<file path="src/rtl/hrfl_pkg.sv">
// ----------------------------------------------------------------------------
// hrfl_pkg
// Shared types, character codes and helpers for the hex record flash loader.
// ----------------------------------------------------------------------------
package hrfl_pkg;

  // Sizing that does not vary
  localparam int MAX_ITEMS  = 64;
  localparam int JOBQ_DEPTH = 2;
  localparam int IDX_W      = 6;   // buffer index, largest buffer is 64 bytes
  localparam int CNT_W      = 7;   // counts up to MAX_ITEMS

  // Characters
  localparam logic [7:0] CH_COLON = 8'h3A;
  localparam logic [7:0] CH_THREE = 8'h33;
  localparam logic [7:0] CH_EIGHT = 8'h38;
  localparam logic [7:0] CH_C     = 8'h43;
  localparam logic [7:0] CH_BAD   = 8'h58;
  localparam logic [7:0] CH_UNK   = 8'h3F;
  localparam logic [7:0] CH_OK    = 8'h2E;

  // Record types
  localparam logic [7:0] REC_DATA  = 8'h00;
  localparam logic [7:0] REC_EOF   = 8'h01;
  localparam logic [7:0] REC_START = 8'h03;
  localparam logic [7:0] REC_ERASE = 8'h04;

  // First byte of the jump written at address 0
  localparam logic [7:0] JUMP_OPCODE = 8'h02;

  // Characters sent per request
  localparam logic [2:0] TX_ECHO   = 3'd1;
  localparam logic [2:0] TX_STATUS = 3'd2;
  localparam logic [2:0] TX_ID     = 3'd5;

  typedef enum logic [2:0] {
    PH_IDLE, PH_LEN, PH_AHI, PH_ALO, PH_TYPE, PH_DATA, PH_SUM
  } phase_t;

  typedef enum logic {BK_IDLE, BK_RUN} back_state_t;

  typedef enum logic [1:0] {OP_NONE, OP_WRITE, OP_ERASE} flash_op_t;

  typedef enum logic [1:0] {JM_NONE, JM_WRITE, JM_ERASE} job_mode_t;

  // One classified request, handed from the parser to the sequencer
  typedef struct packed {
    logic [7:0]       echo;
    logic [7:0]       status;
    logic             id_chars;
    logic [2:0]       tx_n;
    job_mode_t        mode;
    logic [15:0]      base;
    logic [IDX_W-1:0] j0;
    logic [CNT_W-1:0] op_n;
    logic [IDX_W-1:0] last_idx;
  } job_t;

  // Data buffer write port
  typedef struct packed {
    logic             we;
    logic [IDX_W-1:0] addr;
    logic [7:0]       data;
  } buf_wr_t;

  // Hex digit to nibble: letters get 9 added, low four bits kept
  function automatic logic [3:0] to_nibble(input logic [7:0] c);
    logic [3:0] adj;
    adj = c[6] ? 4'd9 : 4'd0;
    return c[3:0] + adj;
  endfunction

endpackage

</file>
<file path="src/rtl/hrfl_front.sv">
// ----------------------------------------------------------------------------
// hrfl_front
// Record parser: takes characters, tracks the record fields, fills the data
// buffer and classifies each request into a job for the sequencer.
// ----------------------------------------------------------------------------
module hrfl_front #(
  parameter int BOOT_START   = 15872,
  parameter int BUFFER_DEPTH = 64,
  parameter int ERASE_PAGES  = 31
) (
  input  logic            clk,
  input  logic            rst_n,
  input  logic            in_push,
  output logic            in_full,
  input  logic [7:0]      in_rx_char,
  input  logic            job_full,
  output logic            job_push,
  output hrfl_pkg::job_t  job,
  output hrfl_pkg::buf_wr_t buf_wr,
  input  logic            buf_release
);
  import hrfl_pkg::*;

  localparam logic [15:0]      BOOT_W    = 16'(BOOT_START);
  localparam logic [7:0]       DEPTH_W   = 8'(BUFFER_DEPTH);
  localparam logic [CNT_W-1:0] ERASE_OPS = CNT_W'(ERASE_PAGES + 3);

  phase_t      phase_r, phase_nxt;
  logic        pend_r, pend_nxt;
  logic [3:0]  hi_r, hi_nxt;
  logic [7:0]  len_r, len_nxt;
  logic [15:0] addr_r, addr_nxt;
  logic [7:0]  type_r, type_nxt;
  logic [7:0]  sum_r, sum_nxt;
  logic [7:0]  cnt_r, cnt_nxt;
  logic        lock_r, lock_nxt;

  logic        accept;
  logic        rec_active;
  logic        byte_done;
  logic [3:0]  nib;
  logic [7:0]  byte_v;
  logic [7:0]  sum_add;
  logic        bad;

  // Data record write count
  logic             below;
  logic [15:0]      room;
  logic [15:0]      len16;
  logic [15:0]      op_lo16;
  logic [16:0]      wrap17;
  logic [15:0]      op_hi16;
  logic [15:0]      opn16;
  logic [CNT_W-1:0] wr_n;
  logic [7:0]       j0_8;
  logic [CNT_W-1:0] tx7;
  logic [CNT_W-1:0] n_max;

  // Character decode
  assign in_full    = job_full || (lock_r && (phase_r == PH_DATA));
  assign accept     = in_push && !in_full;
  assign rec_active = phase_r inside {[PH_LEN:PH_SUM]};
  assign byte_done  = accept && rec_active && pend_r;
  assign nib        = to_nibble(in_rx_char);
  assign byte_v     = {hi_r, nib};
  assign sum_add    = sum_r + byte_v;
  assign bad        = (sum_add != 8'h00) || (len_r > DEPTH_W);

  // Writes below the boot region form one contiguous run of the record
  assign below   = addr_r < BOOT_W;
  assign room    = BOOT_W - addr_r;
  assign len16   = {8'h00, len_r};
  assign op_lo16 = (len16 < room) ? len16 : room;
  assign wrap17  = {1'b0, addr_r} + {9'h000, len_r};
  assign op_hi16 = wrap17[16] ? wrap17[15:0] : 16'h0000;
  assign opn16   = below ? op_lo16 : op_hi16;
  assign wr_n    = opn16[CNT_W-1:0];
  assign j0_8    = below ? 8'h00 : (len_r - {1'b0, wr_n});

  // Next state
  always_comb begin
    phase_nxt = phase_r;
    pend_nxt  = pend_r;
    hi_nxt    = hi_r;
    len_nxt   = len_r;
    addr_nxt  = addr_r;
    type_nxt  = type_r;
    sum_nxt   = sum_r;
    cnt_nxt   = cnt_r;
    lock_nxt  = lock_r;
    if (buf_release) begin
      lock_nxt = 1'b0;
    end
    if (job_push && (job.mode == JM_WRITE)) begin
      lock_nxt = 1'b1;
    end
    if (accept) begin
      if (!rec_active) begin
        phase_nxt = PH_IDLE;
        if (in_rx_char == CH_COLON) begin
          phase_nxt = PH_LEN;
          pend_nxt  = 1'b0;
          sum_nxt   = 8'h00;
          cnt_nxt   = 8'h00;
        end
      end else if (!pend_r) begin
        hi_nxt   = nib;
        pend_nxt = 1'b1;
      end else begin
        pend_nxt = 1'b0;
        sum_nxt  = sum_add;
        case (phase_r)
          PH_LEN: begin
            len_nxt   = byte_v;
            phase_nxt = PH_AHI;
          end
          PH_AHI: begin
            addr_nxt  = {byte_v, 8'h00};
            phase_nxt = PH_ALO;
          end
          PH_ALO: begin
            addr_nxt  = addr_r | {8'h00, byte_v};
            phase_nxt = PH_TYPE;
          end
          PH_TYPE: begin
            type_nxt  = byte_v;
            cnt_nxt   = 8'h00;
            phase_nxt = (len_r != 8'h00) ? PH_DATA : PH_SUM;
          end
          PH_DATA: begin
            cnt_nxt = cnt_r + 8'd1;
            if ((cnt_r + 8'd1) == len_r) begin
              phase_nxt = PH_SUM;
            end
          end
          default: begin
            phase_nxt = PH_IDLE;
          end
        endcase
      end
    end
  end

  // Job and buffer write
  always_comb begin
    job_push    = accept;
    buf_wr.we   = byte_done && (phase_r == PH_DATA) && (cnt_r < DEPTH_W);
    buf_wr.addr = cnt_r[IDX_W-1:0];
    buf_wr.data = byte_v;

    job          = '0;
    job.echo     = in_rx_char;
    job.status   = CH_OK;
    job.tx_n     = TX_ECHO;
    job.mode     = JM_NONE;
    job.base     = addr_r;
    job.j0       = j0_8[IDX_W-1:0];
    job.op_n     = '0;
    job.id_chars = 1'b0;

    // Checksum byte ends the record
    if (byte_done && (phase_r == PH_SUM)) begin
      job.tx_n = TX_STATUS;
      if (bad) begin
        job.status = CH_BAD;
      end else begin
        case (type_r)
          REC_DATA: begin
            if (wr_n != '0) begin
              job.mode = JM_WRITE;
              job.op_n = wr_n;
            end
          end
          REC_ERASE: begin
            job.mode = JM_ERASE;
            job.op_n = ERASE_OPS;
          end
          REC_START: begin
            job.id_chars = 1'b1;
            job.tx_n     = TX_ID;
          end
          REC_EOF: begin
            job.mode = JM_NONE;
          end
          default: begin
            job.status = CH_UNK;
          end
        endcase
      end
    end

    tx7          = {{(CNT_W-3){1'b0}}, job.tx_n};
    n_max        = (job.op_n > tx7) ? job.op_n : tx7;
    job.last_idx = IDX_W'(n_max - CNT_W'(1));
  end

  // State registers
  always_ff @(posedge clk) begin
    if (!rst_n) begin
      phase_r <= PH_IDLE;
      pend_r  <= 1'b0;
      hi_r    <= 4'h0;
      len_r   <= 8'h00;
      addr_r  <= 16'h0000;
      type_r  <= 8'h00;
      sum_r   <= 8'h00;
      cnt_r   <= 8'h00;
      lock_r  <= 1'b0;
    end else begin
      phase_r <= phase_nxt;
      pend_r  <= pend_nxt;
      hi_r    <= hi_nxt;
      len_r   <= len_nxt;
      addr_r  <= addr_nxt;
      type_r  <= type_nxt;
      sum_r   <= sum_nxt;
      cnt_r   <= cnt_nxt;
      lock_r  <= lock_nxt;
    end
  end

endmodule

</file>
<file path="src/rtl/hrfl_jobq.sv">
// ----------------------------------------------------------------------------
// hrfl_jobq
// Short job queue between the parser and the sequencer.
// ----------------------------------------------------------------------------
module hrfl_jobq (
  input  logic           clk,
  input  logic           rst_n,
  input  logic           push,
  input  hrfl_pkg::job_t din,
  output logic           full,
  input  logic           pop,
  output logic           empty,
  output hrfl_pkg::job_t dout
);
  import hrfl_pkg::*;

  localparam int PW = $clog2(JOBQ_DEPTH);

  job_t                         q_r [JOBQ_DEPTH];
  logic [PW-1:0]                wp_r, wp_nxt;
  logic [PW-1:0]                rp_r, rp_nxt;
  logic [$clog2(JOBQ_DEPTH+1)-1:0] cnt_r, cnt_nxt;
  logic                         do_push;
  logic                         do_pop;

  assign full    = (cnt_r == ($bits(cnt_r))'(JOBQ_DEPTH));
  assign empty   = (cnt_r == '0);
  assign dout    = q_r[rp_r];
  assign do_push = push && !full;
  assign do_pop  = pop && !empty;

  // Pointer and count update
  always_comb begin
    wp_nxt  = do_push ? wp_r + PW'(1) : wp_r;
    rp_nxt  = do_pop  ? rp_r + PW'(1) : rp_r;
    cnt_nxt = cnt_r;
    if (do_push && !do_pop) begin
      cnt_nxt = cnt_r + 1'b1;
    end else if (do_pop && !do_push) begin
      cnt_nxt = cnt_r - 1'b1;
    end
  end

  always_ff @(posedge clk) begin
    if (!rst_n) begin
      wp_r  <= '0;
      rp_r  <= '0;
      cnt_r <= '0;
    end else begin
      wp_r  <= wp_nxt;
      rp_r  <= rp_nxt;
      cnt_r <= cnt_nxt;
    end
  end

  // Entry storage
  always_ff @(posedge clk) begin
    if (do_push) begin
      q_r[wp_r] <= din;
    end
  end

endmodule

</file>
<file path="src/rtl/hrfl_back.sv">
// ----------------------------------------------------------------------------
// hrfl_back
// Sequencer: owns the data buffer and turns each job into result requests,
// one per cycle while the output is not stalled, through a registered output stage.
// ----------------------------------------------------------------------------
module hrfl_back #(
  parameter int BOOT_START   = 15872,
  parameter int PAGE_SIZE    = 512,
  parameter int BUFFER_DEPTH = 64,
  parameter int ERASE_PAGES  = 31
) (
  input  logic              clk,
  input  logic              rst_n,
  input  logic              job_empty,
  input  hrfl_pkg::job_t    job_head,
  output logic              job_pop,
  input  hrfl_pkg::buf_wr_t buf_wr,
  output logic              buf_release,
  output logic              out_empty,
  input  logic              out_pop,
  output logic              out_tx_valid,
  output logic [7:0]        out_tx_char,
  output logic [1:0]        out_flash_op,
  output logic [15:0]       out_flash_addr,
  output logic [7:0]        out_flash_data,
  output logic              out_last
);
  import hrfl_pkg::*;

  localparam int          AW        = $clog2(BUFFER_DEPTH);
  localparam logic [15:0] ERASE_TOP = 16'((ERASE_PAGES - 1) * PAGE_SIZE);
  localparam logic [15:0] PAGE_W    = 16'(PAGE_SIZE);
  localparam logic [15:0] RELOC     = 16'(BOOT_START - 3);
  localparam logic [IDX_W-1:0] EP   = IDX_W'(ERASE_PAGES);
  localparam logic [7:0]  BOOT_HI   = 8'((BOOT_START >> 8) & 255);
  localparam logic [7:0]  BOOT_LO   = 8'(BOOT_START & 255);

  back_state_t      state_r, state_nxt;
  job_t             job_r;
  logic [IDX_W-1:0] k_r;
  logic [IDX_W-1:0] j_r;
  logic [15:0]      wa_r;
  logic [15:0]      ea_r;

  logic [7:0]       mem [BUFFER_DEPTH];
  logic [7:0]       rd_r;

  // Output stage
  logic             s1_valid_r;
  logic             s1_tx_valid_r;
  logic [7:0]       s1_tx_char_r;
  flash_op_t        s1_op_r;
  logic [15:0]      s1_addr_r;
  logic             s1_use_buf_r;
  logic [7:0]       s1_cdata_r;
  logic             s1_last_r;

  // Current item
  logic             stall;
  logic             adv;
  logic             it_tx_valid;
  logic [7:0]       it_tx_char;
  flash_op_t        it_op;
  logic [15:0]      it_addr;
  logic             it_use_buf;
  logic [7:0]       it_cdata;
  logic             it_last;
  logic             k_in_ops;
  logic [IDX_W-1:0] ek;

  assign stall    = s1_valid_r && !out_pop;
  assign adv      = (state_r == BK_RUN) && !stall;
  assign k_in_ops = {1'b0, k_r} < job_r.op_n;
  assign ek       = k_r - EP;

  // Next state
  always_comb begin
    state_nxt = state_r;
    case (state_r)
      BK_IDLE: begin
        if (!job_empty) begin
          state_nxt = BK_RUN;
        end
      end
      BK_RUN: begin
        if (adv && it_last) begin
          state_nxt = BK_IDLE;
        end
      end
      default: begin
        state_nxt = BK_IDLE;
      end
    endcase
  end

  // Item for index k and control outputs
  always_comb begin
    job_pop     = (state_r == BK_IDLE) && !job_empty;
    it_last     = (k_r == job_r.last_idx);
    buf_release = adv && it_last && (job_r.mode == JM_WRITE);

    // Transmit part
    it_tx_valid = {4'h0, k_r} < {{(CNT_W-3){1'b0}}, job_r.tx_n};
    if (k_r == '0) begin
      it_tx_char = job_r.echo;
    end else if (!job_r.id_chars) begin
      it_tx_char = job_r.status;
    end else begin
      case (k_r)
        IDX_W'(1): it_tx_char = CH_THREE;
        IDX_W'(2): it_tx_char = CH_EIGHT;
        IDX_W'(3): it_tx_char = CH_C;
        default:   it_tx_char = job_r.status;
      endcase
    end
    if (!it_tx_valid) begin
      it_tx_char = 8'h00;
    end

    // Flash part
    it_op      = OP_NONE;
    it_addr    = 16'h0000;
    it_use_buf = 1'b0;
    it_cdata   = 8'h00;
    case (job_r.mode)
      JM_WRITE: begin
        if (k_in_ops) begin
          it_op      = OP_WRITE;
          it_addr    = (wa_r < 16'd3) ? wa_r + RELOC : wa_r;
          it_use_buf = 1'b1;
        end
      end
      JM_ERASE: begin
        if (k_r < EP) begin
          it_op   = OP_ERASE;
          it_addr = ea_r;
        end else if (k_in_ops) begin
          it_op   = OP_WRITE;
          it_addr = {14'h0000, ek[1:0]};
          case (ek[1:0])
            2'd0:    it_cdata = JUMP_OPCODE;
            2'd1:    it_cdata = BOOT_HI;
            default: it_cdata = BOOT_LO;
          endcase
        end
      end
      default: begin
        it_op = OP_NONE;
      end
    endcase
  end

  // Sequencer registers
  always_ff @(posedge clk) begin
    if (!rst_n) begin
      state_r <= BK_IDLE;
    end else begin
      state_r <= state_nxt;
    end
  end

  always_ff @(posedge clk) begin
    if (job_pop) begin
      job_r <= job_head;
      k_r   <= '0;
      j_r   <= job_head.j0;
      wa_r  <= job_head.base + {{(16-IDX_W){1'b0}}, job_head.j0};
      ea_r  <= ERASE_TOP;
    end else if (adv) begin
      k_r  <= k_r + IDX_W'(1);
      j_r  <= j_r + IDX_W'(1);
      wa_r <= wa_r + 16'd1;
      ea_r <= ea_r - PAGE_W;
    end
  end

  // Data buffer
  always_ff @(posedge clk) begin
    if (buf_wr.we) begin
      mem[buf_wr.addr[AW-1:0]] <= buf_wr.data;
    end
  end

  always_ff @(posedge clk) begin
    if (adv) begin
      rd_r <= mem[j_r[AW-1:0]];
    end
  end

  // Output stage
  always_ff @(posedge clk) begin
    if (!rst_n) begin
      s1_valid_r <= 1'b0;
    end else if (adv) begin
      s1_valid_r <= 1'b1;
    end else if (out_pop) begin
      s1_valid_r <= 1'b0;
    end
  end

  always_ff @(posedge clk) begin
    if (adv) begin
      s1_tx_valid_r <= it_tx_valid;
      s1_tx_char_r  <= it_tx_char;
      s1_op_r       <= it_op;
      s1_addr_r     <= it_addr;
      s1_use_buf_r  <= it_use_buf;
      s1_cdata_r    <= it_cdata;
      s1_last_r     <= it_last;
    end
  end

  assign out_empty      = !s1_valid_r;
  assign out_tx_valid   = s1_tx_valid_r;
  assign out_tx_char    = s1_tx_char_r;
  assign out_flash_op   = s1_op_r;
  assign out_flash_addr = s1_addr_r;
  assign out_flash_data = s1_use_buf_r ? rd_r : s1_cdata_r;
  assign out_last       = s1_last_r;

endmodule

</file>
<file path="src/rtl/hex_record_flash_loader_unit.sv">
// ----------------------------------------------------------------------------
// hex_record_flash_loader_unit
// Hex record loader: echoes serial characters, parses records and issues
// flash writes, page erases and status characters.
// ----------------------------------------------------------------------------
// Path: the first result of a request passes the job queue, the job register and the
//   output register after acceptance when the sequencer is free.
// Throughput: the sequencer loads a request, then gives its N results (1 to 64),
//   one result per cycle unless the output stalls; a record end drains up to 64.
// Data characters are held off while a data record still reads the buffer.
// Reset: synchronous, active low; clears control state, buffer not cleared.
module hex_record_flash_loader_unit #(
  parameter int BOOT_START   = 15872,
  parameter int PAGE_SIZE    = 512,
  parameter int BUFFER_DEPTH = 64
) (
  input  logic        clk,
  input  logic        rst_n,
  input  logic        in_push,
  output logic        in_full,
  input  logic [7:0]  in_rx_char,
  output logic        out_empty,
  input  logic        out_pop,
  output logic        out_tx_valid,
  output logic [7:0]  out_tx_char,
  output logic [1:0]  out_flash_op,
  output logic [15:0] out_flash_addr,
  output logic [7:0]  out_flash_data,
  output logic        out_last
);
  import hrfl_pkg::*;

  // Pages erased below the boot region, rounded up and capped
  localparam int ERASE_PAGES_RAW = (BOOT_START + PAGE_SIZE - 1) / PAGE_SIZE;
  localparam int ERASE_PAGES     = (ERASE_PAGES_RAW > MAX_ITEMS - 3) ?
                                   MAX_ITEMS - 3 : ERASE_PAGES_RAW;

  job_t    job_in;
  job_t    job_head;
  logic    job_push;
  logic    job_full;
  logic    job_pop;
  logic    job_empty;
  buf_wr_t buf_wr;
  logic    buf_release;

  hrfl_front #(
    .BOOT_START   (BOOT_START),
    .BUFFER_DEPTH (BUFFER_DEPTH),
    .ERASE_PAGES  (ERASE_PAGES)
  ) u_front (
    .clk         (clk),
    .rst_n       (rst_n),
    .in_push     (in_push),
    .in_full     (in_full),
    .in_rx_char  (in_rx_char),
    .job_full    (job_full),
    .job_push    (job_push),
    .job         (job_in),
    .buf_wr      (buf_wr),
    .buf_release (buf_release)
  );

  hrfl_jobq u_jobq (
    .clk   (clk),
    .rst_n (rst_n),
    .push  (job_push),
    .din   (job_in),
    .full  (job_full),
    .pop   (job_pop),
    .empty (job_empty),
    .dout  (job_head)
  );

  hrfl_back #(
    .BOOT_START   (BOOT_START),
    .PAGE_SIZE    (PAGE_SIZE),
    .BUFFER_DEPTH (BUFFER_DEPTH),
    .ERASE_PAGES  (ERASE_PAGES)
  ) u_back (
    .clk            (clk),
    .rst_n          (rst_n),
    .job_empty      (job_empty),
    .job_head       (job_head),
    .job_pop        (job_pop),
    .buf_wr         (buf_wr),
    .buf_release    (buf_release),
    .out_empty      (out_empty),
    .out_pop        (out_pop),
    .out_tx_valid   (out_tx_valid),
    .out_tx_char    (out_tx_char),
    .out_flash_op   (out_flash_op),
    .out_flash_addr (out_flash_addr),
    .out_flash_data (out_flash_data),
    .out_last       (out_last)
  );

endmodule

</file>
<file path="config.mk">
export PLATFORM = sky130hd
export DESIGN_NAME = hex_record_flash_loader_unit
export DESIGN_NICKNAME = d
export VERILOG_FILES = /design/src/rtl/hrfl_pkg.sv /design/src/rtl/hrfl_front.sv /design/src/rtl/hrfl_jobq.sv /design/src/rtl/hrfl_back.sv /design/src/rtl/hex_record_flash_loader_unit.sv
export SDC_FILE = /design/constraint.sdc
export NUM_CORES = 1
export LEC_CHECK = 0
export ABC_AREA = 0
export BUFFER_PORTS_ARGS = -buffer_cell sky130_fd_sc_hd__buf_2
export CAP_MARGIN = 20
export CORE_UTILIZATION = 34
export DETAILED_ROUTE_END_ITERATION = 8
export HOLD_SLACK_MARGIN = 0.08
export SLEW_MARGIN = 20
export SYNTH_ARGS = -nofsm -noshare
export SYNTH_HDL_FRONTEND = slang
export SYNTH_SLANG_ARGS = --single-unit
</file>
<file path="constraint.sdc">
create_clock -name clk -period 23.4 [get_ports clk]
set_clock_uncertainty 0.2 [all_clocks]
set_input_delay 7.02 -clock clk [delete_from_list [all_inputs] [get_ports clk]]
set_output_delay 7.02 -clock clk [all_outputs]
set_load 0.02 [all_outputs]
</file>
* Word level (Yosys, flattened, before mapping)
Memory sizes are Yosys's and may differ from the RTL's. A register that Yosys moved wholly into a read port is not among the register bits.
Index checks and enable logic that the tools add are counted.
** Storage, ports and cells
- Register bits :: 179
- Input port bits :: 12
- Logic and storage cells :: 208
- Memories kept :: 2
- RAM bits :: 626
** Cells by class
- $lt $le $gt $ge :: 11
- Bitwise operators :: 5
- Reduce and logical (&&, ||, !) cells :: 51
- Add/subtract/negate cells :: 18
- Multiplexer cells :: 66
- Equal/unequal tests :: 23
** Memories
- u_back.mem :: depth 64, width 8, rd ports 1, clocked after Yosys merged registers in 1, write ports 1, line hrfl_back.sv:45 : logic [7:0] mem [BUFFER_DEPTH];
- u_jobq.q_r :: depth 2, width 57, rd ports 1, clocked after Yosys merged registers in 1, write ports 1, line hrfl_jobq.sv:19 : job_t q_r [JOBQ_DEPTH];
** Operator list (number)
- $mux W16 :: 5
- $mux W8 :: 8
- $pmux W16 S2 :: 2
- $mux W7 :: 7
- $mux W6 :: 5
- $pmux W8 S3 :: 1
- $mux W1 :: 19
- $logic_and A1 B1 Y1 :: 18
- $add A16 B8 Y17 :: 1
- $add A16 B1 Y16 const B :: 1
- $add A16 B14 Y16 const B :: 1
- $add A16 B6 Y16 :: 1
- $lt A16 B14 Y1 const B :: 1
- $lt A16 B2 Y1 const B :: 1
- $lt A8 B16 Y1 :: 1
- $or A16 B8 Y16 :: 1
- $pmux W8 S2 :: 1
- $reduce_and A4 Y1 :: 4
- $reduce_bool A8 Y1 :: 2
- $sub A14 B16 Y16 const A :: 1
- $sub A16 B10 Y16 const B :: 1
- $pmux W3 S5 :: 1
- $mux W14 :: 1
- $pmux W7 S2 :: 1
- 52 further kinds :: 89

* Depth between registers and ports, before layout
- Depth in word-level cells :: 12
- Depth in mapped cells :: 27
- Gate-level depth less buffers :: 26

* Modules after synthesis
From an unflattened synthesis, not the netlist that was laid out.
** Second synthesis, totals
- Cell total of the unflattened synthesis :: 2236
- Area, all modules :: 34596.9 sq um
** Modules (own cells, without submodules)
- hrfl_back :: area each 25489.4 sq um, instances 1, sequential area each 18557.8 sq um, cells an instance 1448
- hrfl_front :: area each 4759.6 sq um, instances 1, sequential area each 1141.1 sq um, cells an instance 586
- hrfl_jobq :: area each 4347.9 sq um, instances 1, sequential area each 3523.4 sq um, cells an instance 202

* Worst setup path after synthesis
OpenSTA, ideal clock, no wires.
- Kind :: in2reg
- From :: input in_rx_char[0]
- To :: memory u_jobq.q_r[0][4] (netlist bit) (data pin)
- Stages on the path :: 24
- Arrival time :: 13807 ps
- Setup time :: 271 ps
- Data required time :: 22929 ps
- Setup slack :: 9122 ps
- Cell sequence :: ha_1 > ha_1 > xor2_1 > ha_1 > xor2_1 > or4_1 > or4_4 > nor3_4 > nand4_2 > nor2_1 > and2_1 > inv_1 > ha_1 > nor2b_1 > o21ai_0 > a32oi_1 > nand4b_4 > mux2i_1 > a21oi_1 > ha_1 > inv_1 > o22a_1 > a311oi_2 > xor2_1
** RTL lines
- start: declaration :: line hex_record_flash_loader_unit.sv:21 : input logic [7:0] in_rx_char,
- end: declaration :: line hrfl_jobq.sv:19

==> results.yml <==
drt:
  dr.first_iter.drc_count: 1516
  drt-pass1-iter-count: 5
  antenna_left: 0
  wirelength_um: 75000
  detailroute.via_count: 18143
  drc: 0
  wl_per_cell_um: 21.6
  vias_per_cell: 5.23
pwr:
  p_per_area_nw_per_um2: 100
  ir_worst_vdd_mv: 0.0662
  internal-power_uw: 2700
  p_sw_uw: 1080
  comb_power_share_pct: 22.7
  seq_power_share_pct: 46.0
  sw_frac_of_total_pct: 28.6
  leakagePower_uw: 0.0120
  pwr-share-clk_pct: 31.3
yosys:
  synth_fp_nets: 2148
  postSynthCellCount: 2068
  async_flop_share_pct: 0
  synth_top_family_by_area: "multiplexers"
  synth.ff_latch_count: 784
  ys_seq_area_share_pct: 67.7
  synth_edf_count: 707
  yosysUniqueCellTypes: 88
  yosys.area.top_type_share_pct: 63.1
  synthAdderAreaFrac_pct: 2.62
  netlist_top_cells_area: "edfxtp_1 (63%), mux4_2 (11%), dfxtp_1 (4.6%)"
  yosysWarnings: 0
  synth-simple-area-share_pct: 7.46
  yosys.area.top_type: "edfxtp_1"
  synth-xor-area-share_pct: 2.18
  synth_flop_cell: "edfxtp_1"
  synth_compound_area_share_pct: 4.17
  syn_area_um2: 33600
  synth.mux.area_fraction_pct: 14.0
  avgSynthCellArea_um2: 16.3
cts:
  cts_buffer_depth: 3
  clkTransAtPathRegs_ns: 0.06
  hold_buffers: 0
  htreeDepth: 3
  cts_num_sinks: 784
  cts-resized-gates: 0
  post_cts_buffers: 0
  clock-root-buffer: "clkbuf_16"
  cts_tree: "yes"
  clkLatencyLatePin_ns: 0.63
  cts-buffers-inserted: 77
worst_setup_path:
  crit_path_end_kind: "flop"
  worstPathRequired_ns: 23.55
  critPathKind: "primary input to flop"
  critPathLaunchType: "primary input"
  worstPathMaxFanout: 71
  crit_arrival_ns: 13.33
layout:
  final_core_util_pct: 38.8
  stdcell_count: 3468
  layout_commonest_cell: "edfxtp_1"
  syn_to_final_growth_pct: 12.2
  layout.nets: 2212
  drive_gt1_share_pct: 19.9
  num_antenna_cells: 0
  final_cell_mix: "edfxtp_1 (707), nor2_1 (185), mux4_2 (168)"
  num-fill-cells: 8877
global_route:
  busiest_layer: "met2"
  grt_usage_pct: 15.2
  use_met3_pct: 2.61
  grt_util_met2_pct: 24.9
  grt_pass1_vias: 18593
  gr-usage-met1_pct: 20.9
  grt_max_degree: 72
  grt_pass1_wl_um: 115000
  antenna_found_initial: 2
  gr-total-overflow: 0
run_status:
  outcome: "finished, final reports clean"
floorplan:
  die_x_um: 317
  die_h_um: 317
  rows: 114
  die_area_um2: 100000
  core_area_um2: 97300
  boundaryPins: 50
  initial_core_util_pct: 34.6
timing:
  fmaxAchievable_mhz: 75.9
  fin_crit_ns: 13.17
  tns_ns: 0
  rsz0062_at_grt: "false"
  worst_slew_pin_slew_ns: 1.08
  finalSetupViolCount: 0
  relSlewSlack_pct: 27.5
  setup_slack_ns: 10.23
  drv_slew: 0
  min_period_over_period_pct: 56.3
  hold_violations: 0
placement:
  hpwlAfterDp_um: 47800
  dp.cells: 3328
  gp_congestion: 0.841
  port_buffers: 49
  pre_cts_slack_ns: 9.62
job:
  maxCapViolCount: 0
hold_path:
  hold_path.class: "flop to flop"
-- final timing paths --
check | startpoint | end | slack (ns) | cells after the start
setup / recovery | in_rx_char[0] | u_jobq.q_r[1][4] | 10.23 | 24
hold / removal | u_front.sum_r[3] | u_front.sum_r[3] | 0.26 | 2
setup reg to reg | u_front.addr_r[0] | u_jobq.q_r[1][4] | 16.43 | 24
hold reg to reg | u_front.sum_r[3] | u_front.sum_r[3] | 0.26 | 2
-- critical path, cell delays in order --
cell and delay [ns]:
buf_2 0.13, ha_2 0.19, ha_2 0.31, buf_4 0.57, fa_1 0.56, or4_1 0.54
or4_4 0.54, nor3_4 0.30, nand4_2 0.24, nor2_1 0.25, and2_1 0.20, inv_1 0.06
ha_1 0.19, nor2b_1 0.12, o21ai_0 0.09, a32oi_1 0.43, nand4b_4 0.26, mux2i_1 0.09
a21oi_1 0.27, ha_1 0.25, inv_1 0.06, o22a_1 0.22, a311oi_2 0.25, xor2_1 0.11
-- synth_stat cells (40+ instances only) --
master / number
ha_1: 64
nand2_1: 108
a21oi_1: 61
xnor2_1: 42
dfxtp_1: 77
inv_1: 66
nor2_1: 185
mux2i_1: 43
nand3_1: 40
mux4_2: 168
mux2_2: 43
o21ai_0: 58
edfxtp_1: 707
clkbuf_1: 61
-- state kept, by name (all words and copies together) (netlist names), 6 cells and up, named ones only --
signal,flops
u_back.out_tx_char,8
u_front.addr_r,16
u_front.len_r,8
u_back.out_flash_addr,16
u_back.wa_r,16
u_jobq.q_r,104
u_back.k_r,6
u_front.sum_r,8
u_back.rd_r,8
u_back.mem,512
u_back.job_r,30
u_front.type_r,8
u_front.cnt_r,8
u_back.j_r,6
u_back.ea_r,7
-- routing by layer --
metal	up-vias	wire length, um
met4	4	1450
met5	-	27
met3	110	3990
met2	474	36600
li1	8181	-
met1	9374	32900
-- final cells by class --
cell class / count / area (um2) / area share [%]
Multi-Input combinational cell: 1127 / 10300 / 27.2
Clock buffer: 97 / 2030 / 5.39
Inverter: 67 / 251 / 0.667
Clock inverter: 42 / 353 / 0.935
Timing Repair Buffer: 75 / 448 / 1.19
Sequential cell: 784 / 22800 / 60.4
Tap cell: 1276 / 1600 / 4.23
-- kinds of logic after synthesis --
family          Yosys count
flops                   784
mux                     254
buf+inv                 157
simple gates            507
fa+ha+maj                68
compound gates          216
xor+xnor                 82
-- through the flow --
stage	power (uW)	hold slack, ns	instance area [um2]
floorplan	2380	0.225	33600
global placement	2630	0.252	35300
detailed placement	2640	0.252	35300
CTS	3830	0.262	37700
global route	3950	0.280	37700
finish	3790	0.262	37700
-- power by group through the flow --
stage               Sequential, uW  Clock (uW)  Combinational, uW
floorplan                     1760           0                615
global placement              1770           0                860
detailed placement            1770           0                870
CTS                           1750        1210                873
global route                  1760        1260                934
finish                        1740        1180                858
(Power assumes the default switching activity.)
